File: src/sv/iau_pkg.sv
// types, constants and helper functions shared by the interval arithmetic unit
package iau_pkg;

   localparam int W      = 32;
   localparam int FRAC   = 16;
   localparam int QBITS  = W + FRAC;          // quotient bits produced by the cell row
   localparam int FUNC_W = 4;
   localparam int NQ     = 4;                 // four quotients side by side

   typedef enum logic [3:0] {
      FN_ADD = 4'd0,
      FN_SUB = 4'd1,
      FN_MUL = 4'd2,
      FN_DIV = 4'd3,
      FN_INV = 4'd4,
      FN_INC = 4'd5,
      FN_DEC = 4'd6,
      FN_NEG = 4'd7,
      FN_CMP = 4'd8
   } func_type;

   localparam logic [1:0] ERR_NONE = 2'd0;
   localparam logic [1:0] ERR_OVF  = 2'd1;
   localparam logic [1:0] ERR_DIV0 = 2'd2;

   localparam logic [7:0] F_EQ  = 8'h01;
   localparam logic [7:0] F_NE  = 8'h02;
   localparam logic [7:0] F_GT  = 8'h04;
   localparam logic [7:0] F_GE  = 8'h08;
   localparam logic [7:0] F_LT  = 8'h10;
   localparam logic [7:0] F_LE  = 8'h20;
   localparam logic [7:0] F_IN  = 8'h40;
   localparam logic [7:0] F_OUT = 8'h80;

   localparam logic signed [W-1:0] MAXV = {1'b0, {(W-1){1'b1}}};
   localparam logic signed [W-1:0] MINV = {1'b1, {(W-1){1'b0}}};
   localparam logic signed [W-1:0] ONE  = W'(64'd1 << FRAC);

   // per-item info that travels beside the data down the cell row
   typedef struct packed {
      logic [3:0]          func;
      logic signed [W-1:0] r_low;
      logic signed [W-1:0] r_upp;
      logic [7:0]          flags;
      logic [1:0]          err;
      logic                div0;
   } side_type;

   // one quotient lane: remainder, partial quotient, divisor, numerator bits, result sign
   typedef struct packed {
      logic [W:0]       rem;
      logic [QBITS-1:0] quo;
      logic [W-1:0]     den;
      logic [QBITS-1:0] num;
      logic             neg;
   } lane_type;

   function automatic logic [W-1:0] magn(input logic signed [W-1:0] x);
      magn = x[W-1] ? W'(-x) : x;
   endfunction

   // saturating pack of a sign and magnitude with floor rounding
   function automatic logic [W:0] pack_val(input logic neg, input logic [2*W:0] m,
                                           input logic frac);
      logic [2*W+1:0] mm;
      logic signed [W-1:0] v;
      logic ovf;
      begin
         mm  = {1'b0, m} + ((neg && frac) ? (2*W+2)'(1) : '0);
         ovf = 1'b0;
         v   = '0;
         if (!neg) begin
            if (mm > (2*W+2)'(MAXV)) begin
               ovf = 1'b1;
               v = MAXV;
            end else begin
               v = W'(mm);
            end
         end else begin
            if (mm > (2*W+2)'(MAXV) + (2*W+2)'(1)) begin
               ovf = 1'b1;
               v = MINV;
            end else begin
               v = W'(-mm);
            end
         end
         pack_val = {ovf, v};
      end
   endfunction

   function automatic logic [7:0] cmp_of(input logic signed [W-1:0] al,
                                         input logic signed [W-1:0] au,
                                         input logic signed [W-1:0] bl,
                                         input logic signed [W-1:0] bu);
      if (al == bl && au == bu)      cmp_of = F_EQ | F_GE | F_LE | F_IN | F_OUT;
      else if (al >= bu)             cmp_of = F_GT | F_NE;
      else if (al >= bl && au >= bu) cmp_of = F_GE;
      else if (au <= bl)             cmp_of = F_LT | F_NE;
      else if (al <= bl && au <= bu) cmp_of = F_LE;
      else if (al >= bl && au <= bu) cmp_of = F_IN;
      else if (al <= bl && au >= bu) cmp_of = F_OUT;
      else                           cmp_of = 8'h00;
   endfunction

endpackage

File: src/sv/iau_front.sv
// entry stage: add/sub/neg/inc/dec/cmp, four product operand pairs, division lane setup
module iau_front
   import iau_pkg::*;
(
   input  logic                   clock,
   input  logic                   reset,
   input  logic                   enable,
   input  logic                   valid_in,
   input  logic [3:0]             func,
   input  logic signed [W-1:0]    a_low,
   input  logic signed [W-1:0]    a_upp,
   input  logic signed [W-1:0]    b_low,
   input  logic signed [W-1:0]    b_upp,
   output logic                   valid_out,
   output lane_type [NQ-1:0]      lane_out,
   output side_type               side_out,
   output logic [NQ-1:0][2*W-1:0] prod_out
);

   logic                   valid_ff;
   lane_type [NQ-1:0]      lane_ff, lane_in;
   side_type               side_ff, side_in;
   logic [NQ-1:0][2*W-1:0] prod_ff, prod_in;

   function automatic logic [W:0] sadd(input logic signed [W-1:0] x,
                                       input logic signed [W-1:0] y);
      logic signed [W:0] s;
      begin
         s = {x[W-1], x} + {y[W-1], y};
         if (s > (W+1)'(MAXV))       sadd = {1'b1, MAXV};
         else if (s < $signed({MINV[W-1], MINV})) sadd = {1'b1, MINV};
         else                        sadd = {1'b0, s[W-1:0]};
      end
   endfunction

   function automatic logic [W:0] ssub(input logic signed [W-1:0] x,
                                       input logic signed [W-1:0] y);
      logic signed [W:0] s;
      begin
         s = {x[W-1], x} - {y[W-1], y};
         if (s > (W+1)'(MAXV))       ssub = {1'b1, MAXV};
         else if (s < $signed({MINV[W-1], MINV})) ssub = {1'b1, MINV};
         else                        ssub = {1'b0, s[W-1:0]};
      end
   endfunction

   always_comb begin
      logic [W:0] lo, hi;
      logic signed [W-1:0] nn [NQ];
      logic signed [W-1:0] dd [NQ];
      logic signed [W-1:0] ma [NQ];
      logic signed [W-1:0] mb [NQ];
      side_in = '0;
      side_in.func = func;
      lo = '0;
      hi = '0;
      unique case (func)
         FN_ADD: begin lo = sadd(a_low, b_low); hi = sadd(a_upp, b_upp); end
         FN_SUB: begin lo = ssub(a_low, b_upp); hi = ssub(a_upp, b_low); end
         FN_INC: begin lo = sadd(a_low, ONE); hi = sadd(a_upp, ONE); end
         FN_DEC: begin lo = ssub(a_low, ONE); hi = ssub(a_upp, ONE); end
         FN_NEG: begin lo = ssub('0, a_upp); hi = ssub('0, a_low); end
         FN_CMP: side_in.flags = cmp_of(a_low, a_upp, b_low, b_upp);
         default: ;
      endcase
      side_in.r_low = lo[W-1:0];
      side_in.r_upp = hi[W-1:0];
      side_in.err   = (lo[W] || hi[W]) ? ERR_OVF : ERR_NONE;
      side_in.div0  = (func == FN_DIV && (b_low == '0 || b_upp == '0)) ||
                      (func == FN_INV && (a_low == '0 || a_upp == '0));
      // quotient lanes; for inv only lanes 0 and 1 matter (1/a_upp, 1/a_low)
      if (func == FN_INV) begin
         nn[0] = ONE; dd[0] = a_upp; nn[1] = ONE; dd[1] = a_low;
         nn[2] = ONE; dd[2] = a_upp; nn[3] = ONE; dd[3] = a_low;
      end else begin
         nn[0] = a_low; dd[0] = b_low; nn[1] = a_low; dd[1] = b_upp;
         nn[2] = a_upp; dd[2] = b_low; nn[3] = a_upp; dd[3] = b_upp;
      end
      ma[0] = a_low; mb[0] = b_low; ma[1] = a_low; mb[1] = b_upp;
      ma[2] = a_upp; mb[2] = b_low; ma[3] = a_upp; mb[3] = b_upp;
      for (int i = 0; i < NQ; i++) begin
         lane_in[i].rem = '0;
         lane_in[i].quo = '0;
         lane_in[i].den = magn(dd[i]);
         lane_in[i].num = QBITS'({magn(nn[i]), {FRAC{1'b0}}});
         lane_in[i].neg = nn[i][W-1] ^ dd[i][W-1];
         prod_in[i]     = {W'(magn(ma[i])), W'(magn(mb[i]))};
      end
   end

   always_ff @(posedge clock) begin
      if (reset) begin
         valid_ff <= 1'b0;
      end else if (enable) begin
         valid_ff <= valid_in;
      end
      if (enable) begin
         lane_ff <= lane_in;
         side_ff <= side_in;
         prod_ff <= prod_in;
      end
   end

   assign valid_out = valid_ff;
   assign lane_out  = lane_ff;
   assign side_out  = side_ff;
   assign prod_out  = prod_ff;

endmodule

File: config.mk
export PLATFORM = sky130hd
export DESIGN_NAME = iau_front
export DESIGN_NICKNAME = d
export VERILOG_FILES = /design/src/sv/iau_pkg.sv /design/src/sv/iau_front.sv
export SDC_FILE = /design/constraint.sdc
export NUM_CORES = 1
export LEC_CHECK = 0
export BUFFER_PORTS_ARGS = -buffer_cell sky130_fd_sc_hd__buf_4
export CAP_MARGIN = 20
export CELL_PAD_IN_SITES_DETAIL_PLACEMENT = 1
export CELL_PAD_IN_SITES_GLOBAL_PLACEMENT = 1
export CORE_AREA = 2 2 442 444
export CTS_BUF_LIST = sky130_fd_sc_hd__clkbuf_16
export DETAILED_ROUTE_END_ITERATION = 10
export DIE_AREA = 0 0 444 446
export PLACE_DENSITY = 0.51
export SLEW_MARGIN = 20
export SYNTH_ARGS = -nofsm -noshare
export SYNTH_HDL_FRONTEND = slang
export SYNTH_SLANG_ARGS = --single-unit
File: constraint.sdc
create_clock -name clock -period 9.4 [get_ports clock]
set_clock_uncertainty 0.15 [all_clocks]
set_input_delay 0.47 -clock clock [delete_from_list [all_inputs] [get_ports clock]]
set_output_delay 0.47 -clock clock [all_outputs]
set_load 0.1 [all_outputs]
### After elaboration in Yosys (flattened, before gate mapping)

Index checks and enable logic that the tools add are counted.

* $add $sub $neg: 22
* magnitude comparators: 26
* equality and inequality tests: 9
* multiplexer cells: 44
* bitwise gates (word level): 5
* reductions and logical operators: 18

Operators by type and width (number)
* two-way mux 33 bit: 20
* negator 32 bit: 12
* greater-than comparator 33 x 32 -> 1 bit (second input constant): 10
* < comparator 33 x 32 -> 1 bit (second input constant): 10
* case mux 33 bit (5 select lines): 2
* two-way mux 128 bit: 2
* two-way mux 31 bit: 8
* zero test 32 bit: 4
* two-way mux 32 bit: 4
* >= comparator 32 bit: 3
* <= comparator 32 bit: 3
* adder 32 x 18 -> 33 bit (second input constant): 2
* adder 32 x 32 -> 33 bit: 2
* subtractor 1 x 32 -> 33 bit (first input constant): 2
* subtractor 32 x 18 -> 33 bit (second input constant): 2
* subtractor 32 x 32 -> 33 bit: 2
* equality test 32 bit: 2
* two-way mux 8 bit: 7
* equality test 4 x 3 -> 1 bit (second input constant): 4
* logical AND 1 bit: 7
* equality test 4 x 1 -> 1 bit (second input constant): 1
* equality test 4 x 2 -> 1 bit (second input constant): 1
* equality test 4 bit (second input constant): 1
* zero test 4 bit: 1
* other kinds (6): 12

* register bits after elaboration: 596
* output and inout port bits: 984
* logic and storage cells: 157

### Longest topological paths before layout

* depth in word-level cells: 9
* mapped depth: 18
* gate-level depth less buffers: 13

### Worst setup path before layout

OpenSTA, ideal clock, no wires.

* path type: in2reg
* start: input port func[3]
* end: register lane_ff (netlist bit lane_out[79]), data pin
* setup time: 269 ps
* arrival: 4347 ps
* required time: 8981 ps
* slack: 4634 ps
* stages: 16
* path buffers: 6
* path through: buf_2 > nor4b_2 > clkbuf_1 > clkbuf_1 > buf_1 > clkbuf_1 > buf_1 > nor2_1 > a21o_1 > inv_1 > ha_1 > o21ai_0 > nor4_1 > nand3_1 > o31ai_1 > xor2_1

* cells in the longest elaborated chain, start to end: 4

Ends and longest elaborated chain
* start, declared: line iau_front.sv:9 `input logic [3:0] func,`
* equality test 4 x 3 -> 1 bit *: line iau_front.sv:72 `if (func == FN_INV) begin`
* two-way mux 128 bit *: line iau_front.sv:72
* negator 32 bit: line iau_pkg.sv:59 `magn = x[W-1] ? W'(-x) : x;`
* two-way mux 31 bit *: line iau_pkg.sv:59
* end signal, assigned: line iau_front.sv:98 `lane_ff <= lane_in;`
* end, declared: line iau_front.sv:21 `lane_type [NQ-1:0] lane_ff, lane_in;`

Mark *: on every way between the ends. The rest lies on a longest branch, timed or not.
A chain may end at the register's enable or synchronous reset.

### Worst setup path after layout

* start: input port a_upp[0]
* end: register side_ff (netlist bit side_out[37]), data pin

* cells in the longest elaborated chain, start to end: 5
* elaborated cells on any way between the ends: 21

Ends and longest elaborated chain
* start, declared: line iau_front.sv:11 `input logic signed [W-1:0] a_upp,`
* subtractor 32 x 18 -> 33 bit, or another cell as far along: line iau_front.sv:40 `s = {x[W-1], x} - {y[W-1], y};`
* < comparator 33 x 32 -> 1 bit (on tied branches): line iau_front.sv:42, iau_front.sv:31
* two-way mux 33 bit (on tied branches): line iau_front.sv:42, iau_front.sv:31
* two-way mux 33 bit (on tied branches): line iau_front.sv:41, iau_front.sv:30
* case mux 33 bit (5 select lines) *: line iau_front.sv:57 `unique case (func)`
* end signal, assigned: line iau_front.sv:99 `side_ff <= side_in;`
* end, declared: line iau_front.sv:22 `side_type side_ff, side_in;`

Marked as above.

==> flow_summary.yaml <==
routing:
  routed_wl_mm: 214.3
  wire_per_inst_um: 29.88
  drtIter0Drc: 2904
  viasPerCell: 4.693
  drc: 0
  ant_nets: 0
  drtPass1Iterations: 6
  vias: 33660
setup_path:
  path_cells: "dlygate4sd3_1 > buf_4 > ha_1 > fa_1 > nor2b_1 > o311a_1 > or4_1 > a2111oi_4 > o2111ai_1 > a211oi_1 > o22ai_1 > o2bb2ai_4 > nor2_2 > o211ai_1"
  worstPathArrival_ns: 6.03
  worstSetupEndpointType: "flop"
  reg2reg_to: "valid_out"
  cp_max_fo: 18
  path_buf_inv: 2
  crit_required_ns: 9.57
  startpoint: "a_upp[0]"
  criticalPathCategory: "input pin to flop"
  cpPeakStageDelay_ns: 0.82
  cp_num_cells: 14
  reg2reg_depth: 3
  ff2ff_setup_slack_ns: 8.11
  cp_top_family: "compound AO/OA/AOI/OAI gates"
  cpMaxStageDelayCell: "nor2_2"
  endpoint: "side_out[37]"
  worstSetupStartpointType: "input pin"
  r2r_start: "valid_out"
yosys:
  synth.top_cell.area_share: 0.2871
  synth_most_common_cell: "buf_4"
  ys_warn_count: 0
  synth_edf_count: 338
  synthesis.area_um2: 35360
  synthSimpleGateAreaFrac: 0.1814
  yosysUniqueCellTypes: 92
  yosysTopAreaCell: "edfxtp_1"
  yosys-top-cells-count: "buf_4, edfxtp_1, nor2_1"
  synth_cells: 4200
  synthTopCellsByArea: "edfxtp_1, buf_4, ha_1, xnor2_1, a21oi_1"
  avgSynthCellArea_um2: 8.418
  synth_xor_area_frac: 0.09958
  synth_top_family_by_area: "simple AND/OR/NAND/NOR gates"
  synth_fa_ha_area_frac: 0.07799
  synthFlopType: "edfxtp_1"
  synth_compound_area_frac: 0.1706
  async_flop_share: 0
  synthMuxAreaShare: 0.006617
  ys_seq_elements: 339
  synth-seq-area-share: 0.2876
power:
  internal_power_mw: 3.764
  power_density_nw_per_um2: 204.5
  p_clk_frac: 0.221
  cellLeakagePower_nw: 16.98
  comb_power_share: 0.546
  swShare: 0.5630
  vdd.ir_drop.worst_v: 0.0001236
  seqPwrFrac: 0.234
  power.switching_mw: 4.849
clocking:
  cts_buffers: 46
  cts_max_path_buffers: 3
  cts_max_level: 2
  insertion_delay_ns: 0.64
  cts.sink_count: 339
  ctsRootBufferMaster: "clkbuf_16"
  cts_tree: "yes"
  cts_setup_buffers: 0
  cts.clk_slew.worst_paths_ns: 0.06
die:
  ios: 1120
  design.core.area_um2: 193600
  start_util: 0.1827
  die_area_um2: 198000
  row_count: 162
  die_w_um: 444
  fp.dieH_um: 446
grt:
  antenna_found_initial: 15
  grt_max_degree: 76
  overflow: 0
  grt_use_total: 0.2049
  first_global_vias: 33100
  grt_first_pass_wirelength_mm: 282.2
final_layout:
  final_nets: 4944
  syn2layout_area_growth_pct: 19.14
  drive_gt1_frac: 0.2012
placed_design:
  gp_congestion: 0.9779
  io_buffers: 730
  dp_slack_ns: 3.495
  hpwl_mm: 176.9
min_path:
  hp-class: "input pin to flop"
  min_path_cells: 2
sta:
  period_share: 0.6227
  period_needed_ns: 5.853
  maxSlewViolCount: 0
  fmax_ghz: 0.1708
  rsz0062_at_grt: "no"
  finalSetupViolations: 0
  worst_slack_ns: 3.547
  finalSetupTns_ns: 0
  hold_viol: 0
  maxSlewHeadroom: 0.1930
  worstMarginPinSlew_ns: 1.208
run:
  cap_viol_max_count: 0
run_status:
  outcome: "completed"
-- layer usage --
layer,up-vias,track usage,routed length (um),part of all wire
met5,-,0,100,0.00047
met4,14,0.09139,10690,0.050
met3,293,0.03081,12540,0.058
met2,1594,0.3608,105500,0.49
met1,17020,0.2451,85460,0.40
li1,14740,-,-,-
-- layout by cell type, fill, tap and decap left out, types with 34 or more instances in the layout --
master,count
o21ai_0,183
nor4_1,48
nor2_1,323
clkbuf_16,47
nor2b_1,49
edfxtp_1,338
nor3_1,100
a31oi_1,44
nand4_1,66
o211ai_1,34
and2_1,45
o31ai_1,50
conb_1,389
nand3_1,112
or3_1,37
a21oi_1,263
inv_1,163
nand2_1,312
ha_1,214
buf_4,773
nand2b_1,40
xor2_1,104
xnor2_1,298
-- stage by stage --
stage	util	std cells	power, mW	hold slack (ns)	area, um^2
floorplan	-	4588	5.809	0.3924	36810
global placement	0.2080	7057	6.734	0.3447	40260
detailed placement	0.2081	7058	6.733	0.3551	40280
CTS	0.2174	7167	8.694	0.0001787	42090
global route	0.2176	7169	8.857	0.02915	42110
finish	0.2176	7173	8.612	0.04325	42120
-- timing repair --
action	4_1_cts	5_1_grt
endpoints found under the hold margin	23	0
hold buffers	24	0
gates resized for setup	0	0
-- flip-flops by register name (all words and copies together), names as in the netlist --
| signal | cells |
|---|---|
| side_out | 78 |
| valid_out | 1 |
| prod_out | 128 |
| lane_out | 132 |
-- worst register-to-register path, cell delays in order (launching register included) --
cell           delay, ns
dfxtp_1             0.31
mux2i_1             0.12
nor2_1              0.05
dlygate4sd3_1       0.54
-- cell families after synthesis --
kind of cell | Yosys count
and+or+nand+nor | 1291
xor gates and xnor gates | 402
AOI/OAI and AO/OA | 920
buffers and inverters | 1007
adders and majority gates | 218
DFF | 339
muxes | 22
other | 1
-- power groups by stage --
stage               Combinational [mW]  Clock (mW)  Sequential [mW]
finish                            4.70        1.90             2.01
global route                      4.82        2.01             2.03
CTS                               4.69        1.98             2.02
detailed placement                4.68           0             2.05
global placement                  4.68           0             2.05
floorplan                         2.68           0             3.12
-- area by class of cell --
type	instances	area, um^2
antenna	4	10.01
clock buffer	47	1176
clock inverter	38	392.9
fill	22800	151400
inverter	161	604.3
multi-input combinational	3242	20520
sequential	339	10170
tap	2542	3181
timing repair buffer	800	6075
-- worst min path at each step --
stage	slack (ns)	endpoint	start
detailed placement	0.36	valid_out	valid_out
global placement	0.34	valid_out	valid_out
finish	0.04	prod_out[12]	b_low[12]
global route	0.03	prod_out[32]	a_low[0]
floorplan	0.39	valid_out	reset
CTS	0.0002	prod_out[12]	b_low[12]
(Power assumes the default switching activity.)
